[config.mk]
export PLATFORM = sky130hd
export DESIGN_NAME = i2c_master_transfer_sequencer
export DESIGN_NICKNAME = d
export VERILOG_FILES = /design/src/hw/rtl/i2cmts_pkg.sv /design/src/hw/rtl/i2c_master_transfer_sequencer.sv /design/src/hw/rtl/i2cmts_decide.sv
export SDC_FILE = /design/constraint.sdc
export NUM_CORES = 2
export LEC_CHECK = 0
export BUFFER_PORTS_ARGS = -buffer_cell sky130_fd_sc_hd__clkbuf_2
export CAP_MARGIN = 40
export CORE_MARGIN = 4
export CORE_UTILIZATION = 50
export DETAILED_ROUTE_END_ITERATION = 16
export HOLD_SLACK_MARGIN = 0.1
export PLACE_DENSITY = 0.65
export RECOVER_POWER = 100
export SYNTH_ARGS = -nofsm -noshare
export SYNTH_HDL_FRONTEND = slang
export SYNTH_SLANG_ARGS = --single-unit
[constraint.sdc]
create_clock -name clk -period 14.5 [get_ports clk]
set_clock_uncertainty 0.15 [all_clocks]
set_input_delay 1.45 -clock clk [delete_from_list [all_inputs] [get_ports clk]]
set_output_delay 1.45 -clock clk [all_outputs]
set_load 0.01 [all_outputs]
[src/hw/rtl/i2cmts_pkg.sv]
// shared types, codes and field layout of the i2c master transfer sequencer
// used by the decision logic, the top level and the port checker
package i2cmts_pkg;

  // write buffer geometry
  localparam int BUF_DEPTH = 256;
  localparam int BUF_AW    = $clog2(BUF_DEPTH);

  // bus widths
  localparam int S_DATA_W = 48;
  localparam int M_DATA_W = 32;
  localparam int CNT_W    = 9;

  // item kinds carried on s_tuser
  localparam logic [1:0] ACT_LOAD  = 2'd0;
  localparam logic [1:0] ACT_START = 2'd1;
  localparam logic [1:0] ACT_IRQ   = 2'd2;

  // stored transfer directions
  localparam logic [1:0] DIR_READ  = 2'd1;
  localparam logic [1:0] DIR_WRITE = 2'd2;

  // controller status codes
  localparam logic [7:0] ST_START_SENT  = 8'h08;
  localparam logic [7:0] ST_WADDR_ACK   = 8'h18;
  localparam logic [7:0] ST_WADDR_NACK  = 8'h20;
  localparam logic [7:0] ST_WDATA_ACK   = 8'h28;
  localparam logic [7:0] ST_WDATA_NACK  = 8'h30;
  localparam logic [7:0] ST_RADDR_ACK   = 8'h40;
  localparam logic [7:0] ST_RADDR_NACK  = 8'h48;
  localparam logic [7:0] ST_RDATA_ACK   = 8'h50;
  localparam logic [7:0] ST_RDATA_NACK  = 8'h58;

  // byte kinds carried on m_tuser
  localparam logic [1:0] BK_NONE = 2'd0;
  localparam logic [1:0] BK_SEND = 2'd1;
  localparam logic [1:0] BK_RECV = 2'd2;

  // acknowledge control
  localparam logic [1:0] AA_LEAVE = 2'd0;
  localparam logic [1:0] AA_SET   = 2'd1;
  localparam logic [1:0] AA_CLEAR = 2'd2;

  // transfer outcomes
  localparam logic [1:0] OUT_OK      = 2'd0;
  localparam logic [1:0] OUT_NOREPLY = 2'd1;
  localparam logic [1:0] OUT_BUSY    = 2'd2;

  localparam logic [CNT_W-1:0] CNT_MAX = '1;

  // one input item
  typedef struct packed {
    logic [1:0]       action;
    logic [7:0]       index;
    logic [7:0]       data_byte;
    logic [7:0]       slave_address;
    logic [CNT_W-1:0] length;
    logic [1:0]       direction;
    logic             irq_flag;
    logic [7:0]       status_code;
  } item_t;

  // transfer context kept between items
  typedef struct packed {
    logic [CNT_W-1:0] byte_counter;
    logic [CNT_W-1:0] stored_length;
    logic [7:0]       stored_address;
    logic [1:0]       stored_direction;
  } ctx_t;

  // one result, use_mem selects the buffer read data as byte_value
  typedef struct packed {
    logic             handled;
    logic [1:0]       byte_kind;
    logic [7:0]       byte_value;
    logic [7:0]       byte_index;
    logic             clear_all;
    logic             set_start;
    logic             clear_start;
    logic             clear_irq;
    logic             set_stop;
    logic [1:0]       ack_control;
    logic             done_res;
    logic [1:0]       outcome;
    logic             use_mem;
  } res_t;

  // write buffer access for one item
  typedef struct packed {
    logic              wr_en;
    logic [BUF_AW-1:0] wr_addr;
    logic [7:0]        wr_data;
    logic              rd_en;
    logic [BUF_AW-1:0] rd_addr;
  } mem_req_t;

endpackage

[src/hw/rtl/i2c_master_transfer_sequencer.sv]
// top level of the i2c master transfer sequencer: input register, context
// registers, write buffer and result register; uses i2cmts_pkg, i2cmts_decide
//
// Usage: items arrive on the s_ group, s_tuser gives the kind (load byte,
// start transfer, controller interrupt) and s_tdata the rest. Each accepted
// item produces exactly one result on the m_ group: m_tuser tells whether a
// byte goes to the data register or was received, m_tdata carries the
// control-bit actions, completion and outcome.
// An accepted item is decided from the input register and its result is
// registered when the result register may advance, together with any
// byte to send, read from the 256 x 8 write buffer (registered read port).
// Throughput is one item per cycle while the receiver does not stall; the
// path is the status-code decode plus the counter bump and its compares.
// Reset clears the context (counter, length, address, direction) and both
// valid flags; the buffer is not cleared and needs no clearing pass, a
// byte sent from an entry never loaded is undefined.
// When the receiver stalls, the result register holds and the input
// register keeps one more item; s_tready drops only when both are full.
module i2c_master_transfer_sequencer (
  input  logic                           clk,
  input  logic                           rst,
  input  logic                           s_tvalid,
  output logic                           s_tready,
  // action
  input  logic [1:0]                     s_tuser,
  // index, data_byte, slave_address, length, direction, irq_flag,
  // status_code, zero fill
  input  logic [i2cmts_pkg::S_DATA_W-1:0] s_tdata,
  output logic                           m_tvalid,
  input  logic                           m_tready,
  // byte_kind
  output logic [1:0]                     m_tuser,
  // handled, byte_value, byte_index, clear_all, set_start, clear_start,
  // clear_irq, set_stop, ack_control, done_res, outcome, zero fill
  output logic [i2cmts_pkg::M_DATA_W-1:0] m_tdata
);
  import i2cmts_pkg::*;

  item_t    in_item;
  item_t    a_item;
  logic     a_valid;
  ctx_t     ctx;
  ctx_t     ctx_next;
  res_t     res_next;
  res_t     res;
  mem_req_t mem_req;
  logic     out_valid;
  logic     adv_out;
  logic     fire_a;
  logic [7:0] wbuf [BUF_DEPTH];
  logic [7:0] wbuf_q;
  logic [7:0] out_byte;

  // unpack the input transfer
  assign in_item.action        = s_tuser;
  assign in_item.index         = s_tdata[7:0];
  assign in_item.data_byte     = s_tdata[15:8];
  assign in_item.slave_address = s_tdata[23:16];
  assign in_item.length        = s_tdata[32:24];
  assign in_item.direction     = s_tdata[34:33];
  assign in_item.irq_flag      = s_tdata[35];
  assign in_item.status_code   = s_tdata[43:36];

  // pipeline handshake
  assign adv_out  = !out_valid || m_tready;
  assign fire_a   = a_valid && adv_out;
  assign s_tready = !a_valid || adv_out;

  // input register
  always_ff @(posedge clk) begin
    if (rst) begin
      a_valid <= 1'b0;
    end else if (s_tready) begin
      a_valid <= s_tvalid;
    end
  end

  always_ff @(posedge clk) begin
    if (s_tvalid && s_tready) begin
      a_item <= in_item;
    end
  end

  i2cmts_decide u_decide (
    .item     (a_item),
    .ctx      (ctx),
    .res      (res_next),
    .ctx_next (ctx_next),
    .mem_req  (mem_req)
  );

  // transfer context
  always_ff @(posedge clk) begin
    if (rst) begin
      ctx <= '0;
    end else if (fire_a) begin
      ctx <= ctx_next;
    end
  end

  // write buffer, registered read port
  always_ff @(posedge clk) begin
    if (fire_a && mem_req.wr_en) begin
      wbuf[mem_req.wr_addr] <= mem_req.wr_data;
    end
    if (fire_a && mem_req.rd_en) begin
      wbuf_q <= wbuf[mem_req.rd_addr];
    end
  end

  // result register
  always_ff @(posedge clk) begin
    if (rst) begin
      out_valid <= 1'b0;
    end else if (adv_out) begin
      out_valid <= a_valid;
    end
  end

  always_ff @(posedge clk) begin
    if (fire_a) begin
      res <= res_next;
    end
  end

  // pack the output transfer
  assign out_byte = res.use_mem ? wbuf_q : res.byte_value;
  assign m_tvalid = out_valid;
  assign m_tuser  = res.byte_kind;
  assign m_tdata  = {5'd0, res.outcome, res.done_res, res.ack_control, res.set_stop,
                     res.clear_irq, res.clear_start, res.set_start, res.clear_all,
                     res.byte_index, out_byte, res.handled};

endmodule

[src/hw/rtl/i2cmts_decide.sv]
// decision logic: one item plus the transfer context gives the result,
// the next context and the write buffer access; uses i2cmts_pkg
module i2cmts_decide (
  input  i2cmts_pkg::item_t    item,
  input  i2cmts_pkg::ctx_t     ctx,
  output i2cmts_pkg::res_t     res,
  output i2cmts_pkg::ctx_t     ctx_next,
  output i2cmts_pkg::mem_req_t mem_req
);
  import i2cmts_pkg::*;

  logic [CNT_W-1:0] cnt_inc;
  logic [CNT_W:0]   cnt_inc_p1;
  logic [CNT_W:0]   cnt_p1;
  logic [CNT_W-1:0] wr_cnt;
  logic             wr_cnt_in_buf;

  // saturating counter bump and the compares built on it
  assign cnt_inc    = (ctx.byte_counter == CNT_MAX) ? CNT_MAX
                                                    : ctx.byte_counter + 1'b1;
  assign cnt_p1     = {1'b0, ctx.byte_counter} + 1'b1;
  assign cnt_inc_p1 = {1'b0, cnt_inc} + 1'b1;
  assign wr_cnt     = (item.status_code == ST_WDATA_ACK) ? cnt_inc : ctx.byte_counter;
  assign wr_cnt_in_buf = (wr_cnt < CNT_W'(BUF_DEPTH));

  always_comb begin
    res      = '0;
    res.handled = 1'b1;
    ctx_next = ctx;
    mem_req  = '0;
    mem_req.wr_addr = item.index[BUF_AW-1:0];
    mem_req.wr_data = item.data_byte;
    mem_req.rd_addr = wr_cnt[BUF_AW-1:0];

    case (item.action)
      ACT_LOAD: begin
        mem_req.wr_en = (item.index < 8'(BUF_DEPTH - 1)) ||
                        (item.index == 8'(BUF_DEPTH - 1));
      end
      ACT_START: begin
        ctx_next.stored_address   = item.slave_address;
        ctx_next.stored_length    = item.length;
        ctx_next.stored_direction = item.direction;
        ctx_next.byte_counter     = '0;
        res.set_start   = 1'b1;
        res.ack_control = AA_SET;
      end
      ACT_IRQ: begin
        if (!item.irq_flag) begin
          res.handled = 1'b0;
        end else if (ctx.stored_direction == DIR_READ) begin
          // master receiver sequencing
          case (item.status_code)
            ST_START_SENT: begin
              res.byte_kind   = BK_SEND;
              res.byte_value  = ctx.stored_address;
              res.clear_start = 1'b1;
              res.clear_irq   = 1'b1;
            end
            ST_RADDR_ACK: begin
              res.clear_irq   = 1'b1;
              res.ack_control = (cnt_p1 < {1'b0, ctx.stored_length}) ? AA_SET : AA_CLEAR;
            end
            ST_RADDR_NACK: begin
              res.clear_irq = 1'b1;
              res.set_stop  = 1'b1;
              res.done_res  = 1'b1;
              res.outcome   = OUT_NOREPLY;
            end
            ST_RDATA_ACK, ST_RDATA_NACK: begin
              if (ctx.byte_counter < CNT_W'(BUF_DEPTH)) begin
                res.byte_kind  = BK_RECV;
                res.byte_value = item.data_byte;
                res.byte_index = ctx.byte_counter[7:0];
              end
              ctx_next.byte_counter = cnt_inc;
              res.clear_irq = 1'b1;
              if (item.status_code == ST_RDATA_ACK) begin
                res.ack_control = (cnt_inc_p1 < {1'b0, ctx.stored_length}) ? AA_SET
                                                                            : AA_CLEAR;
              end else begin
                res.ack_control = AA_SET;
                res.set_stop    = 1'b1;
                res.done_res    = 1'b1;
                res.outcome     = OUT_OK;
              end
            end
            default: begin
              res.clear_all = 1'b1;
              res.done_res  = 1'b1;
              res.outcome   = OUT_BUSY;
            end
          endcase
        end else if (ctx.stored_direction == DIR_WRITE) begin
          // master transmitter sequencing
          case (item.status_code)
            ST_START_SENT: begin
              res.byte_kind   = BK_SEND;
              res.byte_value  = ctx.stored_address;
              res.clear_start = 1'b1;
              res.clear_irq   = 1'b1;
            end
            ST_WADDR_ACK, ST_WDATA_ACK: begin
              res.clear_start = (item.status_code == ST_WADDR_ACK);
              ctx_next.byte_counter = wr_cnt;
              res.clear_irq = 1'b1;
              if (wr_cnt < ctx.stored_length) begin
                res.byte_kind = BK_SEND;
                res.use_mem   = wr_cnt_in_buf;
                mem_req.rd_en = wr_cnt_in_buf;
              end else begin
                res.set_stop = 1'b1;
              end
              if (wr_cnt == ctx.stored_length) begin
                res.done_res = 1'b1;
                res.outcome  = OUT_OK;
              end
            end
            ST_WADDR_NACK: begin
              res.set_stop = 1'b1;
              res.done_res = 1'b1;
              res.outcome  = OUT_NOREPLY;
            end
            default: begin
              res.clear_all = 1'b1;
              res.done_res  = 1'b1;
              res.outcome   = OUT_BUSY;
            end
          endcase
        end else begin
          // no transfer set up: release the controller
          res.clear_all = 1'b1;
          res.done_res  = 1'b1;
          res.outcome   = OUT_OK;
        end
      end
      default: begin
      end
    endcase
  end

endmodule

==> qor.txt <==
Worst hold path startpoint = ctx[18]
# fillers = 13.1k
Cell Pwr Density = 131 mW/mm2
Antenna Nets Post-Route = 0
FMAX = 0.0939 GHz
Initial Util = 50.4%
Hold buffer count at cts = 0
Slowest cell on crit path = clkinvlp_2
Power Internal = 0.00991 W
Layout Cells excl Fill = 7923
Critical path buffer and inverter count = 4
Largest net degree at the start of global routing = 207
WP data required = 14.93 ns
Post-detail-place hpwl = 132 mm
Final Power = 0.0124 W
Nets = 5619
Post-Route Utilization = 55.9%
Netlist Area Pre-Place = 0.0855 mm2
Number of cell rows = 151
Hold path cells = 2
Initial antenna violation count = 17
Sw power = 0.00246 W
Failing checks = capacitance limit, slew limit
Sequential element share of the synthesized area = 75.6%
FF-to-FF Start = ctx[19]
DIE AREA = 0.178 mm2
CTS Sinks = 2162
Outcome = finished with violations
Clk pwr share = 42.5%
Crit path largest cell delay = 3.40 ns
Cell count after synthesis = 5460
Worst skew pair latency = 0.85 ns
Setup Viol. Count Final = 0
Top-Level Pins = 90
Max-cap violations = 30
Wirelength per Cell = 27.8 um
Clock Pin Slew Worst Setup and Hold Paths = 0.06 ns
Clock Tree Buf Depth = 3
Worst-path maximum fanout = 83
Core Region = 0.170 mm2
DR vias = 49.1k
Setup ws final = 3.85 ns
# port buffers = 80
R2R cell count = 17
Global-route wire length before repair = 323 mm
Leak = 29.8 nW
Tightest Pin Transition = 8.67 ns
Remaining DRCs = 0
Distinct cells, synth = 68
Crit path arrival time = 11.08 ns
Die Height = 422 um
Final hold vios = 0
Ys async rst share = 0%
GPL Wtd Cong = 0.877
Switch share = 19.9%
TritonCTS clock tree = done
Setup crit end kind = register
Peak VDD IR = 0.132 mV
Commonest non-fill, non-tap cell in the layout = edfxtp_1
Sequential share of power = 55.8%
Gate power share = 1.6%
EDFF count, synth = 2132
Commonest non-fill, non-tap cells in the layout = edfxtp_1 (2132), nand2_1 (946), nand3_1 (320)
Final min period = 10.65 ns
TritonRoute pass-1 iters = 7
Ys flop type = edfxtp_1
FF-to-FF End = wbuf_q[4]
Slew Limit Fails = 1889
Dpl ws = 6.73 ns
Min-Delay Path Class = reg -> reg
TNS Setup = 0 ns
Placed cell count = 7535
Setup bufs post-CTS = 0
Post-CTS sizing = 0
GRT overflow = 0
Vias per inst = 6.20
Register area = 0.0646 mm2
CP Launch Type = register
P&R area growth vs syn = 10.8%
Hold EP = ctx[18]
R2R Setup Slk = 3.85 ns
RSZ-0062 raised after global routing = false
Final wirelength = 220 mm
Crit path cell chain = ha_1, nand2_1, inv_1, ha_1, nor2b_1, mux2_1, a21o_4, clkinvlp_2, buf_4, buf_4, nand3_1, nand4_1, o2111ai_1, nand4_1, nor3_1, nor3_1, or4b_1
YS warnings = 0
Final worst path period share = 73.5%
Root buf cell = clkbuf_16
WS Path Type = reg -> reg
Delay-heaviest family, CP = buffers and inverters
Tot GR Track Use = 24.4%
Cts bufs inserted = 209
Die Width = 422 um
Vias in the first global route = 47.0k
Mean post-synth cell area = 15.7 um2
Share of layout cells above drive strength 1 = 10.6%
Footprint of the multi-input gates = 0.0193 mm2
Yosys reg bits = 2162
Initial DRC Count = 6417
H-tree levels = 4
Rel. slew slack = -478%
[flip-flops by register name (all words and copies together) (netlist names)]
name      flops
m_tdata      19
m_tvalid      1
m_tuser       2
wbuf       2048
wbuf_q        8
a_item       46
a_valid       1
res           9
ctx          28
[logic make-up (layout without fill, tap and decap cells)]
kind of cell | count (synthesis) | in the layout | share of synthesized area (%)
AOI/OAI and AO/OA | 613 | 613 | 5.14
DFF | 2162 | 2162 | 75.6
and+or+nand+nor | 1826 | 1826 | 9.19
xor gates and xnor gates | 14 | 14 | 0.143
other | 1 | 7 | 0.00439
muxes | 428 | 428 | 7.42
buffers and inverters | 383 | 622 | 2.05
adders and majority gates | 33 | 33 | 0.483
[stage by stage]
stage          instance area, um2  hold slack, ns
6_report                    94800           0.307
5_1_grt                     94800           0.328
4_1_cts                     95200           0.309
3_5_place_dp                88600           0.300
3_3_place_gp                88100           0.293
2_1_floorplan               85500           0.286
[power groups by stage]
| stage | Combinational, W | Sequential (W) | Clock (W) |
|---|---|---|---|
| 5_1_grt | 0.000214 | 0.00690 | 0.00561 |
| 4_1_cts | 0.000210 | 0.00689 | 0.00533 |
| 3_5_place_dp | 0.000210 | 0.00702 | 0 |
| 2_1_floorplan | 0.0000503 | 0.00708 | 0 |
| 6_report | 0.000201 | 0.00691 | 0.00526 |
| 3_3_place_gp | 0.000194 | 0.00702 | 0 |
[synthesized netlist by cell type (all sizes together), types with 38 or more instances]
| cell | count | area share [%] |
|---|---|---|
| edfxtp | 2132 | 75 |
| nand2 | 951 | 4.2 |
| nand3 | 326 | 1.9 |
| nor2 | 324 | 1.4 |
| mux2i | 255 | 3.0 |
| clkbuf | 187 | 0.82 |
| buf | 173 | 1.1 |
| mux4 | 164 | 4.3 |
| a21oi | 114 | 0.67 |
| a32oi | 106 | 1.1 |
| nand4 | 73 | 0.53 |
| a22oi | 72 | 0.63 |
| a31oi | 65 | 0.48 |
| o21ai | 51 | 0.30 |
| and3 | 38 | 0.28 |
| o22ai | 38 | 0.28 |
[worst max-delay path by stage]
stage | from | to | depth (start not counted) | slack (ns)
3_3_place_gp | ctx[19] | wbuf_q[3] | 16 | 6.41
3_5_place_dp | ctx[19] | wbuf_q[1] | 17 | 6.73
4_1_cts | ctx[19] | wbuf_q[1] | 17 | 6.71
2_1_floorplan | ctx[22] | wbuf_q[0] | 27 | 9.11
6_report | ctx[19] | wbuf_q[4] | 17 | 3.85
5_1_grt | ctx[19] | wbuf_q[4] | 17 | 3.37
[worst min-delay path, delay by kind of cell, from the launching register on]
family             cells  cell delay (ns)
AOI/OAI and AO/OA      1             0.05
DFF                    1             0.31
and+or+nand+nor        1             0.05
[per-layer routing]
layer	track usage, %	vias to the layer above	routed length, um
met4	9.53	4	8430
met3	5.16	425	22000
met2	37.1	2548	101000
li1	-	21300	-
met1	34.9	24800	88600
met5	0	-	23
[layout make-up]
| cell class | count | area share [%] |
|---|---|---|
| diodes | 2 | 0.00528 |
| clock buffers | 270 | 5.91 |
| clock inverters | 112 | 1.04 |
| inverters | 23 | 0.106 |
| multi-input cells | 2919 | 20.4 |
| flip-flops and latches | 2162 | 68.2 |
| well taps | 2218 | 2.93 |
| repair buffers | 217 | 1.42 |
(Power assumes the default switching activity.)
